**src/sfl_pkg.sv**
```systemverilog
// Shared types and constants for the sorted frequency list.
// No dependencies; imported by sfl_cell and sorted_frequency_list_unit.
`default_nettype none

package sfl_pkg;

   localparam int DEPTH   = 256;
   localparam int CNT_W   = $clog2(DEPTH + 1);
   localparam int POS_W   = 8;
   localparam int CMP_W   = (CNT_W > POS_W) ? CNT_W : POS_W;
   localparam int FREQ_W  = 32;
   localparam int TAG_W   = 9;
   localparam int COUNT_W = 9;

   localparam logic OP_INSERT = 1'b0;
   localparam logic OP_REMOVE = 1'b1;

   typedef enum logic [1:0] {
      STATUS_DONE     = 2'd0,
      STATUS_FULL     = 2'd1,
      STATUS_BAD_POS  = 2'd2
   } status_type;

   typedef struct packed {
      logic              operation;
      logic [FREQ_W-1:0] new_freq;
      logic [TAG_W-1:0]  new_tag;
      logic [POS_W-1:0]  position;
   } req_type;

   typedef struct packed {
      status_type         status;
      logic [COUNT_W-1:0] entry_count;
      logic               head_valid;
      logic [FREQ_W-1:0]  head_freq;
      logic [TAG_W-1:0]   head_tag;
   } rsp_type;

   typedef struct packed {
      logic [FREQ_W-1:0] freq;
      logic [TAG_W-1:0]  tag;
   } entry_type;

   // Broadcast from the top level to every cell in the row.
   typedef struct packed {
      logic      ins;
      logic      rem;
      entry_type new_entry;
   } cell_ctl_type;

endpackage : sfl_pkg

`default_nettype wire

```
**src/sfl_cell.sv**
```systemverilog
// One slot of the sorted row: holds an entry and compares it with the broadcast insert.
// Depends on sfl_pkg.
`default_nettype none

module sfl_cell (
   input  wire logic               clock,
   input  wire sfl_pkg::cell_ctl_type ctl,
   input  wire logic               is_head,
   input  wire logic               occupied,
   input  wire logic               rem_here,
   input  wire logic               left_ge,
   input  wire sfl_pkg::entry_type left_entry,
   input  wire sfl_pkg::entry_type right_entry,
   output logic                    ge,
   output sfl_pkg::entry_type      entry
);
   import sfl_pkg::*;

   entry_type entry_ff;
   entry_type entry_in;
   logic      load;

   // The head slot lets an equal insert pass behind it; later slots do not.
   always_comb begin
      if (!occupied) begin
         ge = 1'b1;
      end else if (is_head) begin
         ge = entry_ff.freq > ctl.new_entry.freq;
      end else begin
         ge = entry_ff.freq >= ctl.new_entry.freq;
      end
   end

   always_comb begin
      load     = 1'b0;
      entry_in = entry_ff;
      if (ctl.ins && ge) begin
         load     = 1'b1;
         entry_in = left_ge ? left_entry : ctl.new_entry;
      end else if (ctl.rem && rem_here) begin
         load     = 1'b1;
         entry_in = right_entry;
      end
   end

   always_ff @(posedge clock) begin
      if (load) begin
         entry_ff <= entry_in;
      end
   end

   assign entry = entry_ff;

endmodule : sfl_cell

`default_nettype wire
```
**config.mk**
```make
export PLATFORM = sky130hd
export DESIGN_NAME = sfl_cell
export DESIGN_NICKNAME = d
export VERILOG_FILES = /design/src/sfl_pkg.sv /design/src/sfl_cell.sv
export SDC_FILE = /design/constraint.sdc
export NUM_CORES = 1
export LEC_CHECK = 0
export ABC_AREA = 1
export BUFFER_PORTS_ARGS = -buffer_cell sky130_fd_sc_hd__buf_2
export CORE_MARGIN = 2
export CORE_UTILIZATION = 47
export CTS_BUF_LIST = sky130_fd_sc_hd__clkbuf_8
export DETAILED_ROUTE_END_ITERATION = 12
export PLACE_DENSITY = 0.84
export SETUP_SLACK_MARGIN = 0.05
export SLEW_MARGIN = 20
export SYNTH_ARGS = -nofsm -noshare
export SYNTH_HDL_FRONTEND = slang
export SYNTH_SLANG_ARGS = --single-unit
```
**constraint.sdc**
```tcl
create_clock -name clock -period 4 [get_ports clock]
set_input_delay 0 -clock clock [delete_from_list [all_inputs] [get_ports clock]]
set_output_delay 0 -clock clock [all_outputs]
set_load 0.05 [all_outputs]
```
# After elaboration in Yosys (flattened, before gate mapping)
# Index checks and enable logic that the tools add are counted.
word_totals:
  word_cells: 15
  out_inout_bits: 42
  inputBits: 130
  register_bits: 41
classes:
  reduce_logical: 4
  magnitude_cmp: 2
  mux: 7
op_table:
  columns: ["op", "count"]
  rows:
  - ["$mux 41", 3]
  - ["$ge 32x32->1", 1]
  - ["$gt 32x32->1", 1]
  - ["$mux 1", 4]
  - ["$logic_and 1x1->1", 2]
  - ["$reduce_and 2->1", 1]
  - ["$reduce_bool 2->1", 1]

# Logic depth before layout (Yosys ltp)
# Gate-level depths: netlist of run 1.
logic_depth:
  depth_word: 6
  ltp_mapped: 19
  ltp_nobuf: 18

# Worst setup path before layout of run 1
# OpenSTA, ideal clock, no wires.
synth_timing:
  path_type: "reg2reg"
  startpoint: "reg entry_ff, in the netlist entry[24]"
  endpoint: "reg entry_ff, in the netlist entry[0], enable pin"
  arrival_ps: 2830
  stages_incl_launch_ff: 15
  synth_period_minus_slack_ps: 3229
  setup_slack_ps: 771
  required_ps: 3601
  n_path_buf: 1
  path_cell_list: "edfxtp_1 -> ha_1 -> nand2_1 -> nor2_1 -> nand2_1 -> nor2_1 -> nand2_1 -> nand2_1 -> nor2_1 -> nand2_1 -> nand2_2 -> nand2_4 -> nand2_4 -> buf_6 -> nand2_1"
synth_between:
  elab_chain_len: 6
  elab_cells_between_ends: 8
synth_rtl:
  columns: ["item", "line_no", "rtl"]
  rows:
  - ["start, declared", "sfl_cell.sv:19", "entry_type entry_ff;"]
  - ["start signal, assigned", "sfl_cell.sv:48", "entry_ff <= entry_in;"]
  - ["$ge 32x32->1 / $gt 32x32->1 (equally long branches)", "sfl_cell.sv:30, sfl_cell.sv:28", null]
  - ["$mux 1 (*)", "sfl_cell.sv:27", "end else if (is_head) begin"]
  - ["$mux 1 (*)", "sfl_cell.sv:25", "if (!occupied) begin"]
  - ["$logic_and 1x1->1 (*)", "sfl_cell.sv:37", "if (ctl.ins && ge) begin"]
  - ["$reduce_bool 2->1 (no line) / $mux 1 (equally long branches)", null, null]
  - ["$reduce_and 2->1 (no line) (*)", null, null]
# Every way passes the cells marked *; elsewhere a longest branch is shown, timed or not.
# A chain may end at the register's enable or synchronous reset.

# Worst setup path after layout of run 1
layout_timing:
  startpoint: "reg entry_ff, in the netlist entry[16]"
  endpoint: "reg entry_ff, in the netlist entry[0], enable pin"
# Same word-level chain as after synthesis.

==> results of run 1 <==
[worst max-delay path, cell delays in order (launching register included)]
cell	delay, ns
edfxtp_1	0.40
ha_1	0.32
nand2_1	0.07
nor2_1	0.15
nand2_1	0.09
nor2_1	0.14
nand2_1	0.07
nand2_1	0.06
nor2_1	0.04
nand2_1	0.07
nand2_2	0.06
nand2_4	0.06
nand2_4	0.04
nand2_2	0.33
buf_4	0.40
[metal layers]
layer | vias up | wire length, microns | global-route usage | part of all wire
met2 | 173 | 4650 | 0.449 | 0.49
met1 | 1485 | 3850 | 0.296 | 0.41
met5 | - | 0 | 0 | 0
li1 | 1755 | - | - | -
met3 | 20 | 758 | 0.0629 | 0.080
met4 | 0 | 229 | 0.0966 | 0.024
[power breakdown]
part           switching [mW]  internal [mW]  leakage (nW)
clock                   0.140          0.182        0.0570
sequential             0.0253          0.547         0.408
combinational           0.422          0.206          2.02
total                   0.588          0.935          2.48
[logic make-up after synthesis]
kind of cell / share of synthesized area
simple gates: 0.284
buf+inv: 0.0894
compound gates: 0.0772
flops: 0.388
fa+ha+maj: 0.126
mux: 0.0355
[layout make-up]
cell class                 count  area share
clock inverter                 3     0.00826
multi-input combinational    310       0.366
inverter                      42      0.0347
sequential                    41       0.271
clock buffer                   5      0.0151
timing repair buffer         215       0.284
tap                           77      0.0212
[stage by stage]
stage | hold slack, ns | std cells
3_5_place_dp | 0.268 | 644
2_1_floorplan | 0.179 | 414
6_report | 0.114 | 693
3_3_place_gp | 0.268 | 644
5_1_grt | 0.133 | 693
4_1_cts | 0.109 | 693
[synthesized netlist by cell type, drive strengths merged]
cell type / count / area (sq um)
nand2: 163 / 629
nand3: 43 / 215
inv: 42 / 158
edfxtp: 41 / 1230
o21ai: 33 / 165
ha: 32 / 400
nor2: 14 / 57.6
a21oi: 13 / 65.1
clkbuf: 11 / 41.3
buf: 10 / 85.1
mux2: 10 / 113
a21o: 2 / 15.0
[worst max path at each step]
stage / startpoint / endpoint / slack (ns) / depth (start not counted)
after floorplan: entry[24] / entry[0] / 0.77 / 14
after global placement: entry[40] / entry[5] / 1.40 / 14
after detailed placement: entry[40] / entry[1] / 1.33 / 14
after CTS: entry[16] / entry[22] / 1.31 / 14
after global routing: entry[16] / entry[0] / 1.09 / 14
final: entry[16] / entry[0] / 1.34 / 14
==> metrics.csv, run 1 <==
metric,value,unit
Crit Path Class,reg2reg,
Mean Syn Cell Area,7.67,sq um
Hold Crit Start,left_entry[17],
# port buffers,171,
average wire per standard cell,13.7,microns
via count,3433,
Seq cells post-synth,41,
total clock sinks,41,
# setup viols final,0,
WHS Endpoint,entry[17],
diodes inserted,0,
most frequent cells in the layout,"buf_2, nand2_1, inv_1, nand3_1",
drt total wl,9490,microns
area grow syn2layout,43.1,%
DRT antenna net count,0,
TritonCTS Buffers,5,
worst setup margin,1.34,ns
Setup Total Neg Slack,0,ns
DR vias/cell,4.95,
minimum clock period,2.66,ns
Hold Crit Depth,5,
Die Height,86.2,microns
Worst-Margin Slew,0.861,ns
Die ar.,7430,sq um
CTS Buffer Depth,2,
H-tree Lvls,2,
Required @ worst endpoint,3.96,ns
final core occ,0.704,
fin area,4550,sq um
Worst EP arrival,2.62,ns
io pins,172,
Hold Buf Count CTS,41,
post-cts resize count,0,
Critical Path Start Type,register,
Root Driver,clkbuf_8,
R2R Setup Slk,1.34,ns
total power,1.52,mW
fillers,494,
largest net degree at the start of global routing,73,
Reg area,1230,sq um
Layout Nets,777,
f_max,376,MHz
clock skew,0.00763,ns
Worst Path Max Fanout,25,
gr usage total,0.254,
register area share after synthesis,0.388,
worst r2r dst,entry[0],
Hold WC Path Type,in2reg,
Leakage,2.48,nW
Site Rows,29,
Final Cycle Share,0.665,
CTS tree,done,
reg2reg start,entry[16],
Placed Instance Area,4030,sq um
Pwr Density,335,nW/um^2
antenna violations before repair,0,
max reg flops,41,
Post-Synthesis Cells,414,
DRC,0,
hpwl dp,6280,microns
synthesized cell area,3180,sq um
synth unique cells,17,
total gr overflow,0,
CP Capture Type,register,
pre-CTS setup slack,1.33,ns
status,"complete, no violations",
VDD IR max,157,uV
DRT Pass-1 Iters,4,
clk slew on worst S/H paths,0.08,ns
R2R cell count,14,
Post-CTS Setup Bufs,0,
RePlAce Congestion,0.797,
RSZ-0062 raised after global routing,false,
max_cap viols,0,
Skew-Pair Late Insertion Delay,0.29,ns
Iteration-0 DRC Markers,186,
fin. max-slew vios,0,
initial core utilization,0.492,
Slew Limit Headroom,0.426,
vias in the first global route,3370,
footprint of the multi-input gates,1660,sq um
first-pass GRT wire length,14900,microns
share of layout cells above drive strength 1,0.318,
Final Hold Vio Count,0,
Core Box Area,6460,sq um
Die X,86.2,microns
Post-Syn Nets,576,
"most common cell after layout, fill and taps aside",buf_2,
synth warn,0,
Note: power is estimated with default switching activity, not from simulation.
==> inputs of run 2 (changes only) <==
--- a/config.mk
+++ b/config.mk
@@ -5,7 +5,7 @@
 export SDC_FILE = /design/constraint.sdc
 export NUM_CORES = 1
 export LEC_CHECK = 0
-export ABC_AREA = 1
+export ABC_AREA = 0
 export BUFFER_PORTS_ARGS = -buffer_cell sky130_fd_sc_hd__buf_2
 export CORE_MARGIN = 2
 export CORE_UTILIZATION = 47
==> constraint.sdc (replaced) <==
create_clock -name clock -period 2.6 [get_ports clock]
set_input_delay 0 -clock clock [delete_from_list [all_inputs] [get_ports clock]]
set_output_delay 0 -clock clock [all_outputs]
set_load 0.05 [all_outputs]
==> metrics.csv, run 2 <==
metric,value,unit,change
# port buffers,171,,unchanged
Post-synth top cells,"edfxtp_1, mux2_4, nand2_1",,"was nand2_1, nand3_1, inv_1"
Core Box Area,6420,sq um,was 6460 sq um
Post-Layout Cell Count,564,,was 693
Leakage,2.38,nW,was 2.48 nW
Slew Limit Headroom,0.509,,was 0.426
RePlAce Congestion,0.845,,was 0.797
RSZ-0062 raised after global routing,true,,was false
Placed Instance Area,4300,sq um,was 4030 sq um
crit-path leading delay family,simple AND/OR/NAND/NOR gates,,unchanged
Placed Instances,547,,was 644
Die Height,86.0,microns,was 86.2 microns
minimum clock period,2.89,ns,was 2.66 ns
Main synth FF type,edfxtp_1,,unchanged
Setup Total Neg Slack,-19.83,ns,was 0 ns
initial core utilization,0.492,,about the same
status,finished with violations,,"was complete, no violations"
Pwr Density,580,nW/um^2,was 335 nW/um^2
H-tree Lvls,2,,unchanged
CP peak stage delay,0.41,ns,was 0.40 ns
share of the synthesized area in the top cell type,0.390,,was 0.388
Skew-Pair Late Insertion Delay,0.29,ns,about the same
# setup viols final,83,,was 0
DR vias/cell,5.11,,was 4.95
Hold WC Path Type,in2reg,,unchanged
Iteration-0 DRC Markers,119,,was 186
via count,2882,,"was 3,433"
hpwl dp,6720,microns,was 6280 microns
DRT antenna net count,0,,unchanged
"area leader, netlist",edfxtp_1,,unchanged
Mean Syn Cell Area,11.1,sq um,was 7.67 sq um
fin area,4590,sq um,was 4550 sq um
largest net degree at the start of global routing,44,,was 73
Seq cells post-synth,41,,unchanged
first-pass GRT wire length,13200,microns,"was 14,900 microns"
"most common cell after layout, fill and taps aside",buf_2,,unchanged
max_cap viols,0,,unchanged
DRT Pass-1 Iters,4,,unchanged
failing checks,negative setup slack,,
Required @ worst endpoint,2.64,ns,was 3.96 ns
pre-CTS setup slack,-0.269,ns,was 1.33 ns
CTS Buffer Depth,2,,unchanged
Die ar.,7390,sq um,was 7430 sq um
DRC,0,,unchanged
"Async S/R FF share, synth",0,,unchanged
Worst Path Max Fanout,7,,was 25
Post-Syn Nets,446,,was 576
TritonCTS Buffers,5,,unchanged
total gr overflow,0,,unchanged
hold_ws,0.00990,ns,was 0.114 ns
Worst EP arrival,2.92,ns,was 2.62 ns
Post-Synthesis Cells,284,,was 414
Die X,86.0,microns,was 86.2 microns
io pins,172,,unchanged
Reg area,1230,sq um,unchanged
max reg flops,41,,unchanged
footprint of the multi-input gates,1790,sq um,was 1660 sq um
diodes inserted,0,,unchanged
total power,2.66,mW,was 1.52 mW
Worst-Margin Slew,0.736,ns,was 0.861 ns
final core occ,0.714,,was 0.704
average wire per standard cell,15.3,microns,was 13.7 microns
CTS tree,done,,unchanged
fillers,490,,was 494
share of layout cells above drive strength 1,0.552,,was 0.318
f_max,346,MHz,was 376 MHz
Final Cycle Share,1.11,,was 0.665
Site Rows,29,,unchanged
Bufs and invs on worst path,2,,was 1
Slowest cell on crit path,edfxtp_1,,unchanged
"count leader, synth",edfxtp_1,,was nand2_1
Synth area leaders,"edfxtp_1, mux2_4, ha_1, o21ai_0, nand2_1",,"was edfxtp_1, nand2_1, ha_1, nand3_1, o21ai_0"
Post-synth EDFFs,41,,unchanged
VDD IR max,291,uV,was 157 uV
most frequent cells in the layout,"buf_2, edfxtp_1, mux2_4",,"was buf_2, nand2_1, inv_1, nand3_1"
fin. max-slew vios,0,,unchanged
worst setup margin,-0.287,ns,was 1.34 ns
clock skew,0.00616,ns,was 0.00763 ns
antenna violations before repair,0,,unchanged
area grow syn2layout,45.2,%,was 43.1%
Root Driver,clkbuf_8,,unchanged
synthesized cell area,3160,sq um,was 3180 sq um
clk slew on worst S/H paths,0.08,ns,about the same
drt total wl,8610,microns,was 9490 microns
total clock sinks,41,,unchanged
CP Capture Type,register,,unchanged
register area share after synthesis,0.390,,was 0.388
gr usage total,0.228,,was 0.254
synth warn,0,,unchanged
Final Hold Vio Count,0,,unchanged
Critical Path Start Type,register,,unchanged
synth unique cells,28,,was 17
vias in the first global route,2947,,"was 3,370"
Crit Path Class,reg2reg,,unchanged
CP cell instances,ha_1 -> and4_1 -> nor4bb_4 -> and3_4 -> a211o_1 -> nor4_4 -> o22ai_4 -> buf_6 -> buf_12 -> mux2_4,,was ha_1 -> nand2_1 -> nor2_1 -> nand2_1 -> nor2_1 -> nand2_1 -> nand2_1 -> nor2_1 -> nand2_1 -> nand2_2 -> nand2_4 -> nand2_4 -> nand2_2 -> buf_4
Layout Nets,648,,was 777
==> run 2: layout make-up <==
type                       count  area share
tap                           77      0.0210
inverter                      33      0.0270
sequential                    41       0.268
clock buffer                   5      0.0150
clock inverter                 3     0.00900
timing repair buffer         207       0.268
multi-input combinational    198       0.391
==> run 2: kinds of logic after synthesis <==
family / share of synthesized area
AOI/OAI and AO/OA: 0.103
and+or+nand+nor: 0.0895
DFF: 0.390
muxes: 0.228
buffers and inverters: 0.0630
adders and majority gates: 0.127
==> run 2: per-layer routing <==
| metal | GRT usage | vias to the layer above | part of all wire |
|---|---|---|---|
| met4 | 0.0519 | 0 | 0.012 |
| met3 | 0.0616 | 10 | 0.079 |
| met5 | 0 | - | 0 |
| met1 | 0.248 | 1312 | 0.38 |
| li1 | - | 1430 | - |
| met2 | 0.436 | 130 | 0.53 |
==> run 2: where the power goes <==
group | internal [mW] | leakage [nW] | switching, mW | total, mW
registers | 0.863 | 0.406 | 0.0478 | 0.911
logic | 0.530 | 1.93 | 0.713 | 1.24
clock network | 0.283 | 0.0518 | 0.224 | 0.507
total | 1.68 | 2.38 | 0.985 | 2.66
==> run 2: path summary, 6_finish.rpt <==
check	from	to	slack [ns]	depth (start not counted)
worst min register to register	entry[40]	entry[8]	1.43	6
worst max-delay path	entry[30]	entry[23]	-0.29	10
worst max register to register	entry[30]	entry[23]	-0.29	10
worst min-delay path	right_entry[9]	entry[9]	0.01	2
==> run 2: repair_timing <==
action	4_1_cts	5_1_grt
hold endpoints to repair	2	2
resized for setup	12	0
setup buffers	2	1
hold buffers	2	2
cloned	1	1
endpoints found under the setup margin	83	83
